File: src/brba_pkg.sv
// shared types and constants for the boot region bump allocator
// no dependencies
`default_nettype none
package brba_pkg;
  localparam int MAX_REGIONS = 32;
  localparam int PAGE_SHIFT = 12;
  localparam int ADDR_BITS = 48;
  localparam int IDX_W = $clog2(MAX_REGIONS);
  localparam int CNT_W = $clog2(MAX_REGIONS + 1);

  localparam logic [1:0] OP_ADD = 2'd0;
  localparam logic [1:0] OP_RESERVE = 2'd1;
  localparam logic [1:0] OP_ALLOC = 2'd2;
  localparam logic [1:0] OP_RETIRE = 2'd3;

  localparam logic [1:0] ST_OK = 2'd0;
  localparam logic [1:0] ST_FULL = 2'd1;
  localparam logic [1:0] ST_NOFIT = 2'd2;
  localparam logic [1:0] ST_RETIRED = 2'd3;

  localparam logic [7:0] USABLE_TYPE = 8'd1;

  localparam logic [63:0] AMASK64 = (64'hFFFF_FFFF_FFFF_FFFF) >> (64 - ADDR_BITS);
  localparam logic [47:0] AMASK = AMASK64[47:0];
  localparam logic [47:0] PMASK = (48'd1 << PAGE_SHIFT) - 48'd1;
  localparam logic [47:0] TOPPAGE = AMASK & ~PMASK;
  localparam logic [47:0] M48 = 48'hFFFF_FFFF_FFFF;

  typedef struct packed {
    logic [1:0]  op;
    logic [47:0] range_start;
    logic [47:0] range_end;
    logic [7:0]  region_type;
    logic [47:0] size;
    logic [40:0] align;
    logic [47:0] limit;
  } in_word_t;

  typedef struct packed {
    logic [47:0] alloc_addr;
    logic [1:0]  status;
    logic [5:0]  free_count;
    logic [47:0] highest_ram;
    logic [47:0] bytes_allocated;
  } out_word_t;

  typedef enum logic [3:0] {
    S_IDLE, S_DECODE, S_ADD, S_CV_RD, S_CV_WR, S_CP_RD, S_CP_WR,
    S_AL_RD, S_AL_CHK, S_DONE
  } state_t;

  // controller to datapath
  typedef struct packed {
    logic load;
    logic add_exec;
    logic cv_init;
    logic cv_wr;
    logic cp_init;
    logic cp_wr;
    logic al_init;
    logic al_chk;
    logic rd_ce;
    logic retire;
    logic finish;
  } cmd_t;

  // datapath to controller
  typedef struct packed {
    logic [1:0] op;
    logic       retired;
    logic       cv_last;
    logic       cp_last;
    logic       al_empty;
    logic       al_found;
    logic       al_last;
  } stat_t;

  function automatic logic [47:0] clamp_addr(input logic [48:0] a);
    clamp_addr = (a > {1'b0, AMASK}) ? AMASK : a[47:0];
  endfunction

  function automatic logic [47:0] up_page(input logic [47:0] a);
    up_page = (a > TOPPAGE) ? TOPPAGE : ((a + PMASK) & ~PMASK);
  endfunction
endpackage
`default_nettype wire

File: src/brba_ctrl.sv
// sequencing state machine of the boot region bump allocator
// depends on brba_pkg
`default_nettype none
module brba_ctrl (
  input  wire logic           clk,
  input  wire logic           rst_n,
  input  wire logic           start,
  output logic                busy,
  output brba_pkg::cmd_t      cmd,
  input  brba_pkg::stat_t     st
);
  import brba_pkg::*;

  state_t state_r, state_nxt;

  always_ff @(posedge clk) begin
    if (!rst_n) state_r <= S_IDLE;
    else state_r <= state_nxt;
  end

  always_comb begin
    state_nxt = state_r;
    cmd = '0;
    busy = (state_r != S_IDLE);
    unique case (state_r)
      S_IDLE: begin
        if (start) begin
          cmd.load = 1'b1;
          state_nxt = S_DECODE;
        end
      end
      S_DECODE: begin
        unique case (st.op)
          OP_ADD: state_nxt = S_ADD;
          OP_RESERVE: begin
            cmd.cv_init = 1'b1;
            state_nxt = S_CV_RD;
          end
          OP_ALLOC: begin
            if (st.retired) state_nxt = S_DONE;
            else begin
              cmd.al_init = 1'b1;
              state_nxt = S_AL_RD;
            end
          end
          default: begin
            cmd.retire = 1'b1;
            state_nxt = S_DONE;
          end
        endcase
      end
      S_ADD: begin
        cmd.add_exec = 1'b1;
        state_nxt = S_DONE;
      end
      S_CV_RD: begin
        cmd.rd_ce = 1'b1;
        state_nxt = st.cv_last ? S_CP_RD : S_CV_WR;
        if (st.cv_last) cmd.cp_init = 1'b1;
      end
      S_CV_WR: begin
        cmd.cv_wr = 1'b1;
        state_nxt = S_CV_RD;
      end
      S_CP_RD: begin
        cmd.rd_ce = 1'b1;
        state_nxt = st.cp_last ? S_DONE : S_CP_WR;
      end
      S_CP_WR: begin
        cmd.cp_wr = 1'b1;
        state_nxt = S_CP_RD;
      end
      S_AL_RD: begin
        cmd.rd_ce = 1'b1;
        state_nxt = st.al_empty ? S_DONE : S_AL_CHK;
      end
      S_AL_CHK: begin
        cmd.al_chk = 1'b1;
        priority if (st.al_found) begin
          cmd.cv_init = 1'b1;
          state_nxt = S_CV_RD;
        end else if (st.al_last) state_nxt = S_DONE;
        else state_nxt = S_AL_RD;
      end
      S_DONE: begin
        cmd.finish = 1'b1;
        state_nxt = S_IDLE;
      end
      default: state_nxt = S_IDLE;
    endcase
  end
endmodule
`default_nettype wire

File: config.mk
export PLATFORM = sky130hd
export DESIGN_NAME = brba_ctrl
export DESIGN_NICKNAME = d
export VERILOG_FILES = /design/src/brba_pkg.sv /design/src/brba_ctrl.sv
export SDC_FILE = /design/constraint.sdc
export NUM_CORES = 1
export LEC_CHECK = 0
export ABC_AREA = 0
export BUFFER_PORTS_ARGS = -buffer_cell sky130_fd_sc_hd__buf_4
export CORE_AREA = 3 3 40 42
export DETAILED_ROUTE_END_ITERATION = 10
export DIE_AREA = 0 0 43 45
export GPL_ROUTABILITY_DRIVEN = 0
export PLACE_DENSITY = 0.62
export SLEW_MARGIN = 0
export SYNTH_ARGS = -nofsm -noshare
export SYNTH_HDL_FRONTEND = slang
export SYNTH_SLANG_ARGS = --single-unit
File: constraint.sdc
create_clock -name clk -period 1.6 [get_ports clk]
set_clock_uncertainty 0.1 [all_clocks]
set_input_delay 0.16 -clock clk [delete_from_list [all_inputs] [get_ports clk]]
set_output_delay 0.16 -clock clk [all_outputs]
set_load 0.01 [all_outputs]
# ---- Word-level counts from Yosys, hierarchy flattened
# Index checks and enable logic that the tools add are counted.
dict set report op_classes {
  n_eq_ne 12
  muxes 27
  n_reduce_logical 5
}
# operator n
set op_table {}
lappend op_table {{one-hot mux 4 bit (9 select lines)} 1}
lappend op_table {{two-way mux 4 bit} 5}
lappend op_table {{two-way mux 1 bit} 19}
lappend op_table {{equality test 4 x 3 -> 1 bit, second input constant} 4}
lappend op_table {{one-hot mux 4 bit (3 select lines)} 1}
lappend op_table {{equality test 4 x 2 -> 1 bit, second input constant} 2}
lappend op_table {{equality test 4 bit, second input constant} 2}
lappend op_table {{OR reduction 3 bit} 2}
lappend op_table {{equality test 4 x 1 -> 1 bit, second input constant} 1}
lappend op_table {{logical NOT 4 bit} 1}
lappend op_table {{nonzero test 4 bit} 1}
lappend op_table {{equality test 2 x 1 -> 1 bit, second input constant} 1}
lappend op_table {{equality test 2 bit, second input constant} 1}
lappend op_table {{logical NOT 2 bit} 1}
lappend op_table {{!= test 2 bit, second input constant} 1}
lappend op_table {{one-hot mux 1 bit (2 select lines)} 1}
dict set report word_totals {
  ff_bits 4
  in_bits 11
  out_inout_bits 12
  word_cells 45
}

# ---- Longest topological paths before layout
# Gate-level depths: netlist (run 1).
dict set report depth {
  word_depth 4
  mapped_depth 5
  ltp_nobuf 4
}

# ---- Least setup slack after synthesis (run 1)
# OpenSTA, ideal clock, no wires.
dict set report synth_timing {
  kind {reg-to-reg}
  start {register state_r[1]}
  end {register state_r[0]}
  setup_time_ns 0.124
  arrival_ns 1.116
  required_time_ns 1.376
  slack_ns 0.260
  path_stages_with_launch 5
  path_buffers 1
  synth_period_minus_slack_ns 1.340
  cell_sequence {dfxtp_1 -> buf_6 -> mux2_4 -> a222oi_1 -> nor2_1}
}
dict set report synth_via {
  elab_chain_len 2
  elab_cells_between_ends 11
  classes_between {eq/ne: 9; mux: 1; reduce/logical: 1}
}
# item line
set synth_lines {}
lappend synth_lines {{from (decl)} brba_ctrl.sv:14} ;# state_t state_r, state_nxt;
lappend synth_lines {{from (signal assigned)} brba_ctrl.sv:18} ;# else state_r <= state_nxt;
lappend synth_lines {{equality test 4 bit (tied with other cells)} brba_ctrl.sv:25} ;# unique case (state_r)
lappend synth_lines {{one-hot mux 4 bit (9 select lines) or != test 2 bit (tied branches)} n/a}
# Several ways; a longest one is shown, not always the timed one.
# A chain may end at the register's enable or synchronous reset.

==> run metrics, run 1 <==
number of DRC markers in iteration 0=21; first-pass GRT wire length=2456 um; GR peak layer=met2; most frequent cells in the layout=buf_4, nor2_1, nand2_1; Pleak=0.3600 nW; placement row count=13; routed wire length=1454 um; Die X=43 um; largest net degree at the start of global routing=11; # setup viols final=0; Final Hold Viols=0; Hold Startpoint=rst_n; Biggest register=state_r; CTS buffer count=3; status=finished, final reports clean; final cell area excluding filler cells=711.9 sq um; GRT met1 Usage=0.1942; chip height=45 um; clk slew on worst S/H paths=40 ps; Synth area leaders=dfxtp_1, nor2_1, and3_1; Worst R2R Start=state_r[1]; Arr. time, crit path=1320 ps; CP endpoint kind=primary output; clock sink count=4; gr ovfl total=0; commonest non-fill, non-tap cell in the layout=buf_4; Post-Syn Area per Cell=6.853 sq um; Max VDD drop=0.4070 mV; post-DP HPWL=1167 um; headroom to the max-slew limit=0.8145; Crit. Startpoint=state_r[3]; Initial Util=0.3466; area of the mapped netlist=445.4 sq um; nets=108; post-synth top area cell=dfxtp_1; total vias in the final route=570; drc violations=0; Hold WS=64.56 ps; CTS tree=yes; antenna violations before repair=0; max cap viols=0; worst hold endpoint=state_r[2]; RSZ-0062 raised after global routing=true; Period Utilization, post-route=0.9906; # IOs=23; Post-CTS Hold Fix Bufs=0; DP Area=646.9 sq um; htree depth=1; Top Registers=state_r x4; async set-reset flop share out of synthesis=0; fin. max-slew vios=0; layout cell share with drive strength beyond 1=0.4737; vias in the first global route=558; Setup CP Type=reg -> out; TritonRoute pass-1 iters=4; Die ar.=0.001935 sq mm; post-synth cell types=27; PortBufs=22; reg2reg path depth=4; Yosys warning total=0; met2 usage=0.2994; WL/cell=13.22 um; Syn Nets=76; GRT Overall Usage=0.1779; Gate Count Post-Synth=65; Tightest Hold Check Type=in -> reg; n_diodes=0; Clock Path Buffers=2; Antenna Nets Post-Route=0; number of flip-flops in the largest register=4; sequential share of the synthesized area=0.1798; Post-synth EDFFs=0; worst path required time=1340 ps; Synth-to-Final Area Change=59.83%; register-to-register setup slack=230 ps; startpoint types=register; GR Util met3=0.03586; vias per cell=5.182; top-area cell type share of the netlist area=0.1798; Slew @ Worst Pin=278.3 ps; RR Endpoint=state_r[1]; Max Fanout on Critical Path=7; FMAX=631.0 MHz; Tmin final=1585 ps; core area=0.001285 sq mm; worst skew pair latency=250 ps; FF+latch count, synth=4; Top FF cell, synth=dfxtp_1; Pwr Density=718.0 mW/mm^2; CTS Root Buffer Type=clkbuf_4; worst hold path depth=2
==> critical path: stages, from the launching register on <==
cell	delay, ps
dfxtp_4	350
nand2b_4	150
o32a_1	310
nor3_2	120
buf_4	140
==> repair_timing <==
item,4_1_cts,5_1_grt
pin swaps,0,1
endpoints found under the hold margin,0,0
buffers inserted,0,2
endpoints found under the setup margin,2,6
resized for setup,6,3
==> worst max-delay path by stage <==
stage / end / slack, ps / depth (start not counted)
final: cmd[8] / 20 / 4
after global routing: cmd[8] / -30 / 4
after CTS: cmd[8] / -6 / 4
after detailed placement: cmd[8] / 120 / 4
after global placement: cmd[8] / 120 / 4
after floorplan: state_r[0] / 260 / 4
==> per-stage QoR <==
stage          utilization  total power, mW  cells  worst slack, ps  TNS, ps
2_1_floorplan            -           0.2529     65            260.2        0
3_3_place_gp        0.5034           0.3513    105            116.0        0
3_5_place_dp        0.5034           0.3521    105            115.6        0
4_1_cts             0.5385           0.4978    108           -5.592   -9.827
5_1_grt             0.5540           0.5425    110           -28.33   -33.15
6_report            0.5540           0.5112    110            15.11        0
==> kinds of logic after synthesis <==
kind of cell | Yosys count | synth area share
DFF | 4 | 0.1798
AOI/OAI and AO/OA | 13 | 0.2023
muxes | 2 | 0.05617
buffers and inverters | 7 | 0.1039
and+or+nand+nor | 39 | 0.4579
==> cell usage after synthesis (2+ instances only) <==
library cell,count
nor3_1,3
o21ai_0,4
nand3_1,2
nand3b_1,2
and3_1,5
inv_1,3
a31oi_1,2
dfxtp_1,4
nor2_1,12
nand2_1,7
buf_6,2
nor2b_1,2
nand2b_1,3
==> layer usage <==
layer	share of wire	wire length, um
met1	0.42	608
met5	0	0
met2	0.45	660
met3	0.080	117
met4	0.047	68
==> cell type report <==
class,count,area [sq um]
clock buffers,3,22.52
fillers,133,573.1
inverters,3,11.26
multi-input cells,54,339.1
flip-flops and latches,4,87.58
well taps,15,18.77
repair buffers,31,232.7
==> power by group <==
part | internal, mW | switching, mW | total (mW)
Sequential | 0.112 | 0.0217 | 0.134
Combinational | 0.128 | 0.113 | 0.241
Clock | 0.0846 | 0.0518 | 0.136
(Power assumes the default switching activity.)
==> run 2: changes to the inputs <==
- clock period: 1.6 -> 2.05 ns (I/O delays scaled with it)
==> run metrics, run 2 (synthesis gave the netlist of run 1 again) <==
Setup CP Type=reg -> out; # IOs=23; Resize count post-CTS=0; commonest non-fill, non-tap cell in the layout=buf_4; Worst R2R Start=state_r[1]; status=finished, final reports clean; Setup Fix Bufs, Post-CTS=0; vias per cell=5.604; Worst path max stage delay=440 ps; chip height=45 um; worst skew pair latency=240 ps; Die X=43 um; CTS tree=yes; antenna violations before repair=0; FILL cells=140; Slew @ Worst Pin=484.3 ps; max cap viols=0; Synth-to-Final Area Change=38.48%; Hold WS=142.7 ps; gr ovfl total=0; Arr. time, crit path=1540 ps; GRT Overall Usage=0.1456; total vias in the final route=566; worst hold path depth=2; RSZ-0062 raised after global routing=false; largest net degree at the start of global routing=15; worst hold endpoint=state_r[2]; fin. max-slew vios=0; setup TNS=0 ps; worst path required time=1750 ps; footprint of the multi-input gates=319.1 sq um; number of flip-flops in the largest register=4; Pleak=0.3035 nW; most frequent cells in the layout=buf_4, nor2_1, nand2_1; htree depth=1; routed wire length=1294 um; register-to-register setup slack=410 ps; Period Utilization, post-route=0.9000; # setup viols final=0; Clock Path Buffers=2; layout cell share with drive strength beyond 1=0.3372; Final Hold Viols=0; Antenna Nets Post-Route=0; Pwr Density=567.1 mW/mm^2; clock sink count=4; CTS Root Buffer Type=clkbuf_4; vias in the first global route=491; Biggest register=state_r; CP endpoint kind=primary output; Buf+Inv Stages, Crit Path=1; Tmin final=1845 ps; cell family with most CP delay=flip-flops; Top Registers=state_r x4; headroom to the max-slew limit=0.6767; FMAX=542.0 MHz; startpoint types=register; nets=99; clk slew on worst S/H paths=40 ps; worst path cell trace=nand2b_1, o32a_1, nor3_1, buf_4; core area=0.001285 sq mm; Die ar.=0.001935 sq mm; Max VDD drop=0.2480 mV; Tightest Hold Check Type=in -> reg; TritonRoute pass-1 iters=4; FF+latch area=80.08 sq um; Hold Startpoint=rst_n; RR Endpoint=state_r[2]; Max Fanout on Critical Path=14; post-DP HPWL=963 um; Initial Util=0.3466; reg2reg path depth=4; first-pass GRT wire length=2125 um; Slowest-stage cell, CP=dfxtp_1; number of DRC markers in iteration 0=13; placement row count=13; PortBufs=22; WL/cell=12.81 um; drc violations=0; Post-CTS Hold Fix Bufs=0; CTS buffer count=3; n_diodes=0
==> run 2: power breakdown <==
part | leakage (nW) | switching (mW) | internal, mW | total (mW)
sequential | 0.0327 | 0.0257 | 0.0861 | 0.112
combinational | 0.257 | 0.0679 | 0.0719 | 0.140
clock | 0.0138 | 0.0327 | 0.0655 | 0.0982
==> run 2: how the worst max path moves through the flow <==
stage | from | end | slack, ps | depth (start not counted)
after floorplan | state_r[3] | cmd[8] | 690 | 3
after detailed placement | state_r[1] | state_r[2] | 430 | 4
after global placement | state_r[1] | state_r[2] | 440 | 4
after global routing | state_r[0] | cmd[8] | 80 | 4
final | state_r[3] | cmd[8] | 210 | 4
after CTS | state_r[3] | cmd[8] | 200 | 4
==> run 2: layout make-up <==
| class | instances | share of cell area |
|---|---|---|
| well taps | 15 | 0.03043 |
| multi-input cells | 54 | 0.5172 |
| inverters | 3 | 0.01826 |
| clock buffers | 3 | 0.03651 |
| flip-flops and latches | 4 | 0.1298 |
| repair buffers | 22 | 0.2677 |
==> run 2: stage by stage <==
step | total power, mW | util | setup slack (ps) | cell area, sq um | instances
2_1_floorplan | 0.1974 | - | 690.7 | 445.4 | 65
3_3_place_gp | 0.2513 | 0.4625 | 440.4 | 594.3 | 98
3_5_place_dp | 0.2514 | 0.4625 | 433.3 | 594.3 | 98
4_1_cts | 0.3500 | 0.4800 | 197.7 | 616.8 | 101
5_1_grt | 0.3749 | 0.4800 | 79.12 | 616.8 | 101
6_report | 0.3498 | 0.4800 | 205.1 | 616.8 | 101
==> run 2: metal layers <==
layer | part of all wire | GRT usage | vias to the layer above
met5 | 0 | 0 | -
met4 | 0.026 | 0.09036 | 0
li1 | - | - | 277
met3 | 0.091 | 0.03187 | 5
met2 | 0.43 | 0.2096 | 35
met1 | 0.46 | 0.1971 | 249
